`config.mk`:
```
export PLATFORM = sky130hd
export DESIGN_NAME = serial_steer_throttle_decoder
export DESIGN_NICKNAME = d
export VERILOG_FILES = /design/src/rtl/sst_pkg.sv /design/src/rtl/sst_parser.sv /design/src/rtl/sst_mapper.sv /design/src/rtl/serial_steer_throttle_decoder.sv
export VERILOG_INCLUDE_DIRS = /design/src /design/src/rtl
export SDC_FILE = /design/constraint.sdc
export NUM_CORES = 1
export LEC_CHECK = 0
export BUFFER_PORTS_ARGS = -buffer_cell sky130_fd_sc_hd__buf_2
export CAP_MARGIN = 10
export CORE_MARGIN = 2
export CORE_UTILIZATION = 25
export CTS_CLUSTER_DIAMETER = 100
export DETAILED_ROUTE_END_ITERATION = 8
export PLACE_DENSITY_LB_ADDON = 0.3
export SLEW_MARGIN = 20
export SYNTH_ARGS = -nofsm -noshare
export SYNTH_HDL_FRONTEND = slang
export SYNTH_SLANG_ARGS = --single-unit
```
`constraint.sdc`:
```
create_clock -name clk_i -period 9 [get_ports clk_i]
set_input_delay 1.8 -clock clk_i [delete_from_list [all_inputs] [get_ports clk_i]]
set_output_delay 1.8 -clock clk_i [all_outputs]
set_load 0.01 [all_outputs]
```
`src/rtl/assert_macros.svh`:
```
// Assertion macros for the RTL files that check themselves.
`ifndef ASSERT_MACROS_SVH
`define ASSERT_MACROS_SVH

// Checked on every rising clock edge while reset is released.
`define ASSERT_CLK(label, prop) \
  label: assert property (@(posedge clk_i) disable iff (!rst_ni) prop) \
    else $error("assertion failed");

// Checked on every rising clock edge, reset included.
`define ASSERT_ALWAYS(label, prop) \
  label: assert property (@(posedge clk_i) prop) \
    else $error("assertion failed");

`endif

```
`src/rtl/sst_pkg.sv`:
```
// Package with the types, codes and constants of the steer/throttle frame decoder.
package sst_pkg;

  // Character codes used by the field parser.
  localparam logic [7:0] CharNewline = 8'd10;
  localparam logic [7:0] CharSpace   = 8'd32;
  localparam logic [7:0] CharTab     = 8'd9;
  localparam logic [7:0] CharCr      = 8'd13;
  localparam logic [7:0] CharPlus    = 8'd43;
  localparam logic [7:0] CharMinus   = 8'd45;
  localparam logic [7:0] CharZero    = 8'd48;
  localparam logic [7:0] CharNine    = 8'd57;

  // Frame layout: power field is bytes 0..2, steering field bytes 3..5.
  localparam logic [2:0] PosPowerLast = 3'd2;
  localparam logic [2:0] PosSteerLast = 3'd5;

  // Field limits after clamping.
  localparam logic [9:0] FieldMax  = 10'd100;
  localparam logic [6:0] FieldMid  = 7'd50;

  // Compare value anchors.
  localparam logic [7:0] SteerCenter  = 8'd146;
  localparam logic [7:0] ThrottleIdle = 8'd50;

  // Division by 100 is a multiply by 5243 and a shift by 19, and division by 10
  // a multiply by 6554 and a shift by 16; both are exact over the ranges here.
  // The slope is folded into the reciprocal so each path has one multiply.
  localparam int unsigned Recip100    = 5243;
  localparam int unsigned Shift100    = 19;
  localparam int unsigned Recip10     = 6554;
  localparam int unsigned Shift10     = 16;
  localparam logic [18:0] SteerUpK    = 19'(62 * Recip100);
  localparam logic [17:0] SteerDownK  = 18'(48 * Recip100);
  localparam logic [19:0] SteerDownC  = 20'(99 * Recip100);
  localparam logic [17:0] ThrottleK   = 18'(39 * Recip10);

  // Parser phase within one field.
  typedef enum logic [1:0] {
    PH_SKIP   = 2'd0,
    PH_SIGN   = 2'd1,
    PH_DIGITS = 2'd2,
    PH_DONE   = 2'd3
  } phase_e;

  // What the parser hands to the output side for the byte it is consuming.
  typedef struct packed {
    logic       emit;
    logic [6:0] steer;
    logic [6:0] power;
  } parse_t;

endpackage

```
`src/rtl/sst_parser.sv`:
```
// Frame hunter and strtol-style field parser holding the frame state.
module sst_parser
  import sst_pkg::*;
(
  input  logic       clk_i,
  input  logic       rst_ni,
  input  logic       advance_i,
  input  logic [7:0] byte_i,
  output parse_t     parse_o
);

  logic       in_frame_q, in_frame_d;
  logic [2:0] pos_q, pos_d;
  logic [9:0] value_q, value_d;
  logic       neg_q, neg_d;
  phase_e     phase_q, phase_d;
  logic [6:0] power_q;

  logic       is_digit;
  logic       is_space;
  logic [3:0] digit;
  logic [9:0] fed_value;
  logic       fed_neg;
  phase_e     fed_phase;
  logic [6:0] fed_clamped;

  // Character classes of the incoming byte.
  assign is_digit = (byte_i >= CharZero) && (byte_i <= CharNine);
  assign is_space = (byte_i == CharSpace) || ((byte_i >= CharTab) && (byte_i <= CharCr));
  assign digit    = 4'(byte_i - CharZero);

  // Field state after this byte is fed.
  always_comb begin
    fed_value = value_q;
    fed_neg   = neg_q;
    fed_phase = phase_q;
    case (phase_q)
      PH_SKIP: begin
        if (is_space) begin
          fed_phase = PH_SKIP;
        end else if ((byte_i == CharPlus) || (byte_i == CharMinus)) begin
          fed_neg   = (byte_i == CharMinus);
          fed_phase = PH_SIGN;
        end else if (is_digit) begin
          fed_value = {6'd0, digit};
          fed_phase = PH_DIGITS;
        end else begin
          fed_phase = PH_DONE;
        end
      end
      PH_SIGN, PH_DIGITS: begin
        if (is_digit) begin
          fed_value = 10'({value_q, 3'd0} + {value_q, 1'b0} + {10'd0, digit});
          fed_phase = PH_DIGITS;
        end else begin
          fed_phase = PH_DONE;
        end
      end
      default: begin
        fed_phase = PH_DONE;
      end
    endcase
  end

  // Clamp the fed field to 0..100; a minus sign always gives zero.
  always_comb begin
    if (fed_neg) begin
      fed_clamped = 7'd0;
    end else if (fed_value > FieldMax) begin
      fed_clamped = 7'(FieldMax);
    end else begin
      fed_clamped = fed_value[6:0];
    end
  end

  // Next frame state for a consumed byte.
  always_comb begin
    in_frame_d = in_frame_q;
    pos_d      = pos_q;
    value_d    = value_q;
    neg_d      = neg_q;
    phase_d    = phase_q;
    if (advance_i) begin
      if (!in_frame_q) begin
        if (byte_i == CharNewline) begin
          in_frame_d = 1'b1;
          pos_d      = 3'd0;
          value_d    = 10'd0;
          neg_d      = 1'b0;
          phase_d    = PH_SKIP;
        end
      end else if ((pos_q == PosPowerLast) || (pos_q >= PosSteerLast)) begin
        // End of a field: start the next one clean.
        in_frame_d = (pos_q == PosPowerLast);
        pos_d      = (pos_q == PosPowerLast) ? 3'(PosPowerLast + 3'd1) : 3'd0;
        value_d    = 10'd0;
        neg_d      = 1'b0;
        phase_d    = PH_SKIP;
      end else begin
        pos_d   = pos_q + 3'd1;
        value_d = fed_value;
        neg_d   = fed_neg;
        phase_d = fed_phase;
      end
    end
  end

  // Control state registers.
  always_ff @(posedge clk_i or negedge rst_ni) begin
    if (!rst_ni) begin
      in_frame_q <= 1'b0;
      pos_q      <= 3'd0;
      value_q    <= 10'd0;
      neg_q      <= 1'b0;
      phase_q    <= PH_SKIP;
    end else begin
      in_frame_q <= in_frame_d;
      pos_q      <= pos_d;
      value_q    <= value_d;
      neg_q      <= neg_d;
      phase_q    <= phase_d;
    end
  end

  // Power is captured at the last byte of the first field.
  always_ff @(posedge clk_i) begin
    if (advance_i && in_frame_q && (pos_q == PosPowerLast)) begin
      power_q <= fed_clamped;
    end
  end

  assign parse_o.emit  = in_frame_q && (pos_q >= PosSteerLast);
  assign parse_o.steer = fed_clamped;
  assign parse_o.power = power_q;

endmodule

```
`src/rtl/sst_mapper.sv`:
```
// Maps clamped steering and power values to PWM compare values.
module sst_mapper
  import sst_pkg::*;
(
  input  parse_t     parse_i,
  output logic [7:0] steer_o,
  output logic [7:0] throttle_o
);

  logic        steer_up;
  logic [5:0]  d_up;
  logic [5:0]  d_down;
  logic [24:0] up_prod;
  logic [24:0] down_prod;
  logic [5:0]  up_step;
  logic [5:0]  down_step;
  logic        throttle_on;
  logic [5:0]  p_over;
  logic [23:0] thr_prod;
  logic [7:0]  thr_step;

  // Steering: left of center rounds down, right of center rounds the drop up.
  assign steer_up  = parse_i.steer < FieldMid;
  assign d_up      = 6'(FieldMid - parse_i.steer);
  assign d_down    = 6'(parse_i.steer - FieldMid);
  assign up_prod   = 25'(d_up * SteerUpK);
  assign down_prod = 25'(d_down * SteerDownK) + 25'(SteerDownC);
  assign up_step   = 6'(up_prod >> Shift100);
  assign down_step = 6'(down_prod >> Shift100);
  assign steer_o   = steer_up ? (SteerCenter + {2'd0, up_step})
                              : (SteerCenter - {2'd0, down_step});

  // Throttle: idle up to half power, then a linear ramp.
  assign throttle_on = parse_i.power > FieldMid;
  assign p_over      = 6'(parse_i.power - FieldMid);
  assign thr_prod    = 24'(p_over * ThrottleK);
  assign thr_step    = 8'(thr_prod >> Shift10);
  assign throttle_o  = throttle_on ? (ThrottleIdle + thr_step) : ThrottleIdle;

endmodule

```
`src/rtl/serial_steer_throttle_decoder.sv`:
```
// Top level of the serial steer/throttle frame decoder.
//
//   channel | signals                                        | direction
//   rx      | rx_valid_i, rx_stall_o, rx_byte_i              | in
//   result  | result_valid_o, result_stall_i, steer/throttle | out
//
// One byte is taken per cycle while rx_stall_o is low; a byte waits in the input register and
// its result, if any, is registered in the output register once the byte is consumed.
// Reset returns to hunting for a newline and drops both registers' valid bits.
// A stalled result holds the sixth field byte in the input register, which in
// turn stalls the rx channel; other bytes keep flowing past a waiting result.
`include "assert_macros.svh"

module serial_steer_throttle_decoder
  import sst_pkg::*;
(
  input  logic       clk_i,
  input  logic       rst_ni,
  input  logic       rx_valid_i,
  output logic       rx_stall_o,
  input  logic [7:0] rx_byte_i,
  output logic       result_valid_o,
  input  logic       result_stall_i,
  output logic [7:0] steer_compare_o,
  output logic [7:0] throttle_compare_o
);

  logic       in_valid_q, in_valid_d;
  logic [7:0] rx_byte_q;
  logic       out_valid_q, out_valid_d;
  logic [7:0] steer_q;
  logic [7:0] throttle_q;
  logic       out_free;
  logic       consume;
  logic       rx_take;
  parse_t     parse;
  logic [7:0] steer_map;
  logic [7:0] throttle_map;

  // Flow control: a byte that ends a frame waits for room in the output register.
  assign out_free   = !out_valid_q || !result_stall_i;
  assign consume    = in_valid_q && (!parse.emit || out_free);
  assign rx_stall_o = in_valid_q && !consume;
  assign rx_take    = rx_valid_i && !rx_stall_o;

  sst_parser u_parser (
    .clk_i     (clk_i),
    .rst_ni    (rst_ni),
    .advance_i (consume),
    .byte_i    (rx_byte_q),
    .parse_o   (parse)
  );

  sst_mapper u_mapper (
    .parse_i    (parse),
    .steer_o    (steer_map),
    .throttle_o (throttle_map)
  );

  // Valid bits of the input and output registers.
  assign in_valid_d  = rx_take || (in_valid_q && !consume);
  assign out_valid_d = (consume && parse.emit) || (out_valid_q && result_stall_i);

  always_ff @(posedge clk_i or negedge rst_ni) begin
    if (!rst_ni) begin
      in_valid_q  <= 1'b0;
      out_valid_q <= 1'b0;
    end else begin
      in_valid_q  <= in_valid_d;
      out_valid_q <= out_valid_d;
    end
  end

  // Payload registers.
  always_ff @(posedge clk_i) begin
    if (rx_take) begin
      rx_byte_q <= rx_byte_i;
    end
    if (consume && parse.emit) begin
      steer_q    <= steer_map;
      throttle_q <= throttle_map;
    end
  end

  assign result_valid_o     = out_valid_q;
  assign steer_compare_o    = steer_q;
  assign throttle_compare_o = throttle_q;

  // A new result only appears after a buffered byte was consumed.
  `ASSERT_CLK(a_result_from_byte, $rose(out_valid_q) |-> $past(in_valid_q))
  // Compare values stay within the servo and throttle ranges.
  `ASSERT_CLK(a_steer_range, out_valid_q |-> (steer_q >= 8'd122) && (steer_q <= 8'd177))
  `ASSERT_CLK(a_throttle_range,
              out_valid_q |-> (throttle_q >= 8'd50) && (throttle_q <= 8'd245))
  // A byte held in the input register is not overwritten while it waits.
  `ASSERT_CLK(a_hold_byte, (in_valid_q && !consume) |=> (in_valid_q && $stable(rx_byte_q)))

endmodule
```
Word-level counts from Yosys, hierarchy flattened
Index checks and enable logic that the tools add are counted.
Word-level totals
  register bits after elaboration: 50
  bits of input ports: 12
  logic and storage cells: 97
Operators by class
  add/sub/neg operators: 11
  $mul: 3
  order comparisons: 8
  equal/unequal tests: 7
  multiplexer cells: 31
  reduce and logical (&&, ||, !) cells: 26
Operators with widths (number)
  10-bit 2-to-1 mux: 7
  24-bit by 19-bit adder with 25-bit output, second input constant: 1
  8-bit by 6-bit equality test with 1-bit output, second input constant: 3
  6-bit by 18-bit multiplier with 24-bit output, second input constant: 1
  6-bit by 17-bit multiplier with 23-bit output, second input constant: 1
  6-bit by 14-bit multiplier with 20-bit output, second input constant: 1
  10-bit case mux with 2 select lines: 1
  7-bit 2-to-1 mux: 2
  2-bit 2-to-1 mux: 6
  6-bit subtractor, second input constant: 2
  10-bit adder: 1
  10-bit by 4-bit adder with 10-bit output: 1
  10-bit by 7-bit greater-than comparator with 1-bit output, second input constant: 1
  1-bit logical AND: 10
  1-bit 2-to-1 mux: 10
  3-bit 2-to-1 mux: 3
  6-bit by 8-bit adder with 8-bit output, first input constant: 1
  8-bit by 6-bit adder with 8-bit output, first input constant: 1
  8-bit by 4-bit equality test with 1-bit output, second input constant: 1
  8-bit by 4-bit >= comparator with 1-bit output, second input constant: 1
  8-bit by 6-bit >= comparator with 1-bit output, second input constant: 1
  8-bit by 4-bit <= comparator with 1-bit output, second input constant: 1
  8-bit by 6-bit <= comparator with 1-bit output, second input constant: 1
  8-bit 2-to-1 mux: 1
  17 further kinds: 27

Logic depth before layout (Yosys ltp)
  word-level depth: 14
  mapped depth: 37

Modules after synthesis
Synthesis repeated with hierarchy kept, for this count alone.
Second synthesis, totals
  cells, all modules: 908
  area, all modules: 8287.9 um^2
Modules (own cells, without submodules)
  sst_mapper: times used 1, cells an instance 669, area each 5515.3 um^2, seq. area each 0.0 um^2
  sst_parser: times used 1, cells an instance 203, area each 1946.9 um^2, seq. area each 635.6 um^2
  serial_steer_throttle_decoder: times used 1, cells an instance 36, area each 825.8 um^2, seq. area each 770.7 um^2

Worst setup path before layout
No wires, ideal clock.
  path kind: register -> register
  start: register rx_byte_q[3]
  end: register steer_q[4] (netlist: steer_compare_o[4]), data pin
  arrival time: 8.858 ns
  required time: 8.730 ns
  setup slack: -0.129 ns
  cell stages (with the launch flop): 36
  buffers on the path: 1
  period minus slack after synthesis: 9.129 ns
  path through: edfxtp_1 > buf_2 > inv_1 > fa_1 > inv_1 > ha_1 > a211oi_4 > nor4_1 > or3b_4 > o41a_1 > nor2_4 > nand4_1 > ha_1 > o31ai_4 > nand2_1 > xnor2_1 > inv_1 > fa_1 > fa_1 > inv_1 > fa_1 > inv_1 > ha_1 > o21a_1 > a2111oi_0 > a221oi_1 > o32ai_1 > o2111a_1 > and3_1 > nor2_8 > xor2_1 > ha_1 > a2111o_1 > o41ai_4 > xor2_1 > mux2i_1
On the way
  word-level cells in the longest chain between the ends: 14
  elaborated cells between the ends (all ways): 33
  those cells by class: add/sub: 7; mul: 2; order compare: 6; eq/ne: 3; mux: 11; reduce/logical: 4
RTL lines
  from (decl): line serial_steer_throttle_decoder.sv:29  | logic [7:0] rx_byte_q;
  from (signal assigned): line serial_steer_throttle_decoder.sv:77  | rx_byte_q <= rx_byte_i;
  parallel branches: the longest is 8 deep, another holds 10-bit by 4-bit adder with 10-bit output
  7-bit 2-to-1 mux *: line sst_parser.sv:67  | if (fed_neg) begin
  6-bit subtractor: line sst_mapper.sv:25  | assign d_down = 6'(parse_i.steer - FieldMid);
  6-bit by 14-bit multiplier with 20-bit output: line sst_mapper.sv:27  | assign down_prod = 25'(d_down * SteerDownK) + 25'(SteerDownC);
  24-bit by 19-bit adder with 25-bit output: line sst_mapper.sv:27
  8-bit by 6-bit subtractor with 8-bit output: line sst_mapper.sv:31  | : (SteerCenter - {2'd0, down_step});
  8-bit 2-to-1 mux *: line sst_mapper.sv:30  | assign steer_o = steer_up ? (SteerCenter + {2'd0, up_step})
  net steer_map[4]: line serial_steer_throttle_decoder.sv:37  | logic [7:0] steer_map;
  to (signal assigned): line serial_steer_throttle_decoder.sv:80  | steer_q <= steer_map;
  to (decl): line serial_steer_throttle_decoder.sv:31  | logic [7:0] steer_q;
Mark *: on every way through the listed nets, which the timed path passes.
A chain may end at the register's enable or synchronous reset.

Worst setup path after layout
  start: register u_parser.value_q[2]
  end: register steer_q[6] (netlist: steer_compare_o[6]), data pin
On the way
  word-level cells in the longest chain between the ends: 12
  elaborated cells between the ends (all ways): 19
  those cells by class: add/sub: 7; mul: 2; order compare: 2; mux: 8
RTL lines
  from (decl): line sst_parser.sv:14  | logic [9:0] value_q, value_d;
  from (signal assigned): line sst_parser.sv:119  | value_q <= value_d;
  10-bit adder or 10-bit 2-to-1 mux (tied branches): line sst_parser.sv:53, sst_parser.sv:44
  10-bit by 4-bit adder with 10-bit output or 10-bit 2-to-1 mux (tied branches): line sst_parser.sv:53, sst_parser.sv:41
  10-bit 2-to-1 mux, on equally long branches: line sst_parser.sv:52, sst_parser.sv:39
  10-bit case mux with 2 select lines *: line sst_parser.sv:37  | case (phase_q)
  10-bit by 7-bit greater-than comparator with 1-bit output: line sst_parser.sv:69  | end else if (fed_value > FieldMax) begin
  7-bit 2-to-1 mux *: line sst_parser.sv:69
  7-bit 2-to-1 mux *: line sst_parser.sv:67
  6-bit subtractor: line sst_mapper.sv:25
  6-bit by 14-bit multiplier with 20-bit output: line sst_mapper.sv:27
  24-bit by 19-bit adder with 25-bit output: line sst_mapper.sv:27
  8-bit by 6-bit subtractor with 8-bit output: line sst_mapper.sv:31
  8-bit 2-to-1 mux *: line sst_mapper.sv:30
  net steer_map[6]: line serial_steer_throttle_decoder.sv:37
Mark *: on every way through the listed nets, which the timed path passes. The rest lies on a longest branch.

==> impl_metrics.tcl <==
set metrics [dict create \
    finalSetupTns_ns 0 \
    antenna_found_initial 0 \
    hp-start "u_parser.value_q[9]$_DFFE_PN0P_" \
    clock_latency_ns 0.31 \
    critical-path-slowest-cell "fa_2" \
    hold_path.class "reg2reg" \
    dpl.hpwl_mm 15.7 \
    cp.required_ns 9.01 \
    core_area_sq_um 31800 \
    area_growth_pct 16.1 \
    yosys_warnings 0 \
    timing.fmax_mhz 116 \
    synth_seq_area_share_pct 17.3 \
    n_fill_cell 3377 \
    outcome "completed" \
    arrival_ns 8.66 \
    start_util_pct 25.5 \
    syn-cell-area_sq_um 8120 \
    dp.cells 1355 \
    ant_nets 0 \
    cp_max_fo 6 \
    cts_buffer_depth 2 \
    synth.avg_cell_area_sq_um 9.25 \
    die_area_sq_um 33900 \
    async_flop_share_pct 38.0 \
    synth_edf_count 31 \
    yosysUniqueCellTypes 87 \
    finalCriticalPeriod_ns 8.65 \
    startpoint "u_parser.value_q[2]$_DFFE_PN0P_" \
    fin_ws_ns 0.349 \
    drcViolationCount 0 \
    yosys_register_bits 50 \
    period_share_pct 96.1 \
    cts_sinks 50 \
    vias_per_cell 4.61 \
    timing.rr.start "u_parser.value_q[2]$_DFFE_PN0P_" \
    initialDrtViolationCount 435 \
    rows 65 \
    synth_top_area_share_pct 21.6 \
    cpMostUsedCell "inv_2" \
    fin_util_pct 29.6 \
    relSlewSlack_pct 36.1 \
    clockRootBuffer "clkbuf_16" \
    num_vias 6368 \
    cts_tree "yes" \
    post-place-ws_ns -0.255 \
    worst_pin_slew_ns 0.954 \
    numCtsBuffers 5 \
    slowest_delay_ns 0.60 \
    n_antenna_cell 0 \
    cts_hold_buffers 0 \
    path_clk_slew_ns 0.08 \
    skew_ns 0.00911 \
    slew_violations 0 \
    gp_congestion 0.859 \
    critPathCaptureType "register" \
    synthTopCellsByArea "ha_1 (22%), fa_1 (15%), edfxtp_1 (11%)" \
    synth_commonest_cells "inv_1 (159), ha_1 (140), fa_1 (61)" \
    synth_flop_cell "edfxtp_1" \
    critPathLaunchType "register" \
    ios 30 \
    globalRouteTotalUtil_pct 11.6 \
    wl_per_cell_um 13.7 \
    synth.most_common_cell "inv_1" \
    grt-ovfl-total 0 \
    grt_start_max_net_pins 20 \
    yosysTopAreaCell "ha_1" \
    die_x_um 184 \
    r2r_slack_ns 0.35 \
    totalWireLength_mm 19.0 \
    grt_pass1_vias 6208 \
    grt_pass1_wl_mm 31.6 \
    worstSetupPathType "reg2reg" \
    dr.pass1.iters 4 \
    setup_viol 0 \
    port_buffers 29 \
    synth_nets 1091 \
    drv_cap 0 \
    fin_cells 1382 \
    fin_nets 1159 \
    htreeDepth 2 \
    netlist_instances 878 \
    die_y_um 184 \
    finalHoldViolations 0 \
    drive_gt1_share_pct 15.5 \
]
## stage by stage
step,hold WS (ns),area [sq um]
2_1_floorplan,0.449,8140
3_3_place_gp,0.487,8970
3_5_place_dp,0.483,8970
4_1_cts,0.503,9140
5_1_grt,0.560,9430
6_report,0.503,9430
## worst max-delay path: cells and delay by family, from the launching register on
family,cells,cell delay (ns)
adder cells (fa/ha/maj),8,3.14
multiplexers,1,0.26
XOR/XNOR,2,0.32
buffers and inverters,6,0.47
AO/OA/AOI/OAI,11,2.20
flip-flops,1,0.41
AND/OR/NAND/NOR,7,1.53
## final cells by class
type	instances	area (sq um)	area share [%]
multi-input cells	657	6240	66.2
well taps	435	544	5.77
clock buffers	5	125	1.33
flip-flops and latches	50	1410	14.9
inverters	160	606	6.42
repair buffers	72	475	5.04
clock inverters	3	28.8	0.305
## final timing paths
path | to | cells after the start
worst max-delay path | steer_compare_o[6]$_DFFE_PP_ | 35
worst min-delay path | u_parser.value_q[9]$_DFFE_PN0P_ | 2
worst max register to register | steer_compare_o[6]$_DFFE_PP_ | 35
worst min register to register | u_parser.value_q[9]$_DFFE_PN0P_ | 2
max in group asynchronous | u_parser.pos_q[0]$_DFFE_PN0P_ | 1
min in group asynchronous | u_parser.value_q[0]$_DFFE_PN0P_ | 1
## logic make-up after synthesis
kind of cell,synth area share (%)
multiplexers,0.786
flip-flops,17.3
XOR/XNOR,5.59
adder cells (fa/ha/maj),36.7
AND/OR/NAND/NOR,14.6
buffers and inverters,8.01
AO/OA/AOI/OAI,16.9
## flip-flops by register name, summed over array words and instances (netlist names)
| register | count |
|---|---|
| in_valid_q | 1 |
| result_valid_o | 1 |
| rx_byte_q | 8 |
| steer_compare_o | 8 |
| throttle_compare_o | 8 |
| u_parser.in_frame_q | 1 |
| u_parser.neg_q | 1 |
| u_parser.phase_q | 2 |
| u_parser.pos_q | 3 |
| u_parser.power_q | 7 |
| u_parser.value_q | 10 |
## metal layers
metal	up-vias	global-route usage (%)	share of wire [%]
li1	3204	-	-
met1	3068	16.1	50
met2	79	19.3	47
met3	17	1.15	2.0
met4	0	2.72	1.6
met5	-	0	0
## repair_timing
action                                  4_1_cts  5_1_grt
endpoints found under the setup margin        3        6
cloned                                        0        0
pin swaps                                     3       22
gates resized for setup                       3       32
setup buffers                                 1       18
## layout by cell type (no fill, tap or decap), types with 6 or more instances in the layout
cell type,count
buf_2,29
nand4_1,13
nor3_1,15
o21a_1,10
xor2_1,21
nand2b_1,10
and3_1,10
nor2_1,41
ha_1,135
nand2_1,52
a21oi_1,25
fa_1,58
xnor2_1,26
nor2b_1,9
inv_2,7
a21o_1,10
nand3_1,19
o21ai_0,31
inv_1,152
a22o_1,10
edfxtp_1,31
or2_2,6
buf_4,41
dfrtp_1,19
a31oi_1,8
Power is not shown: default switching activity piles up to over one toggle a cycle in this logic, so the estimate is an artifact.
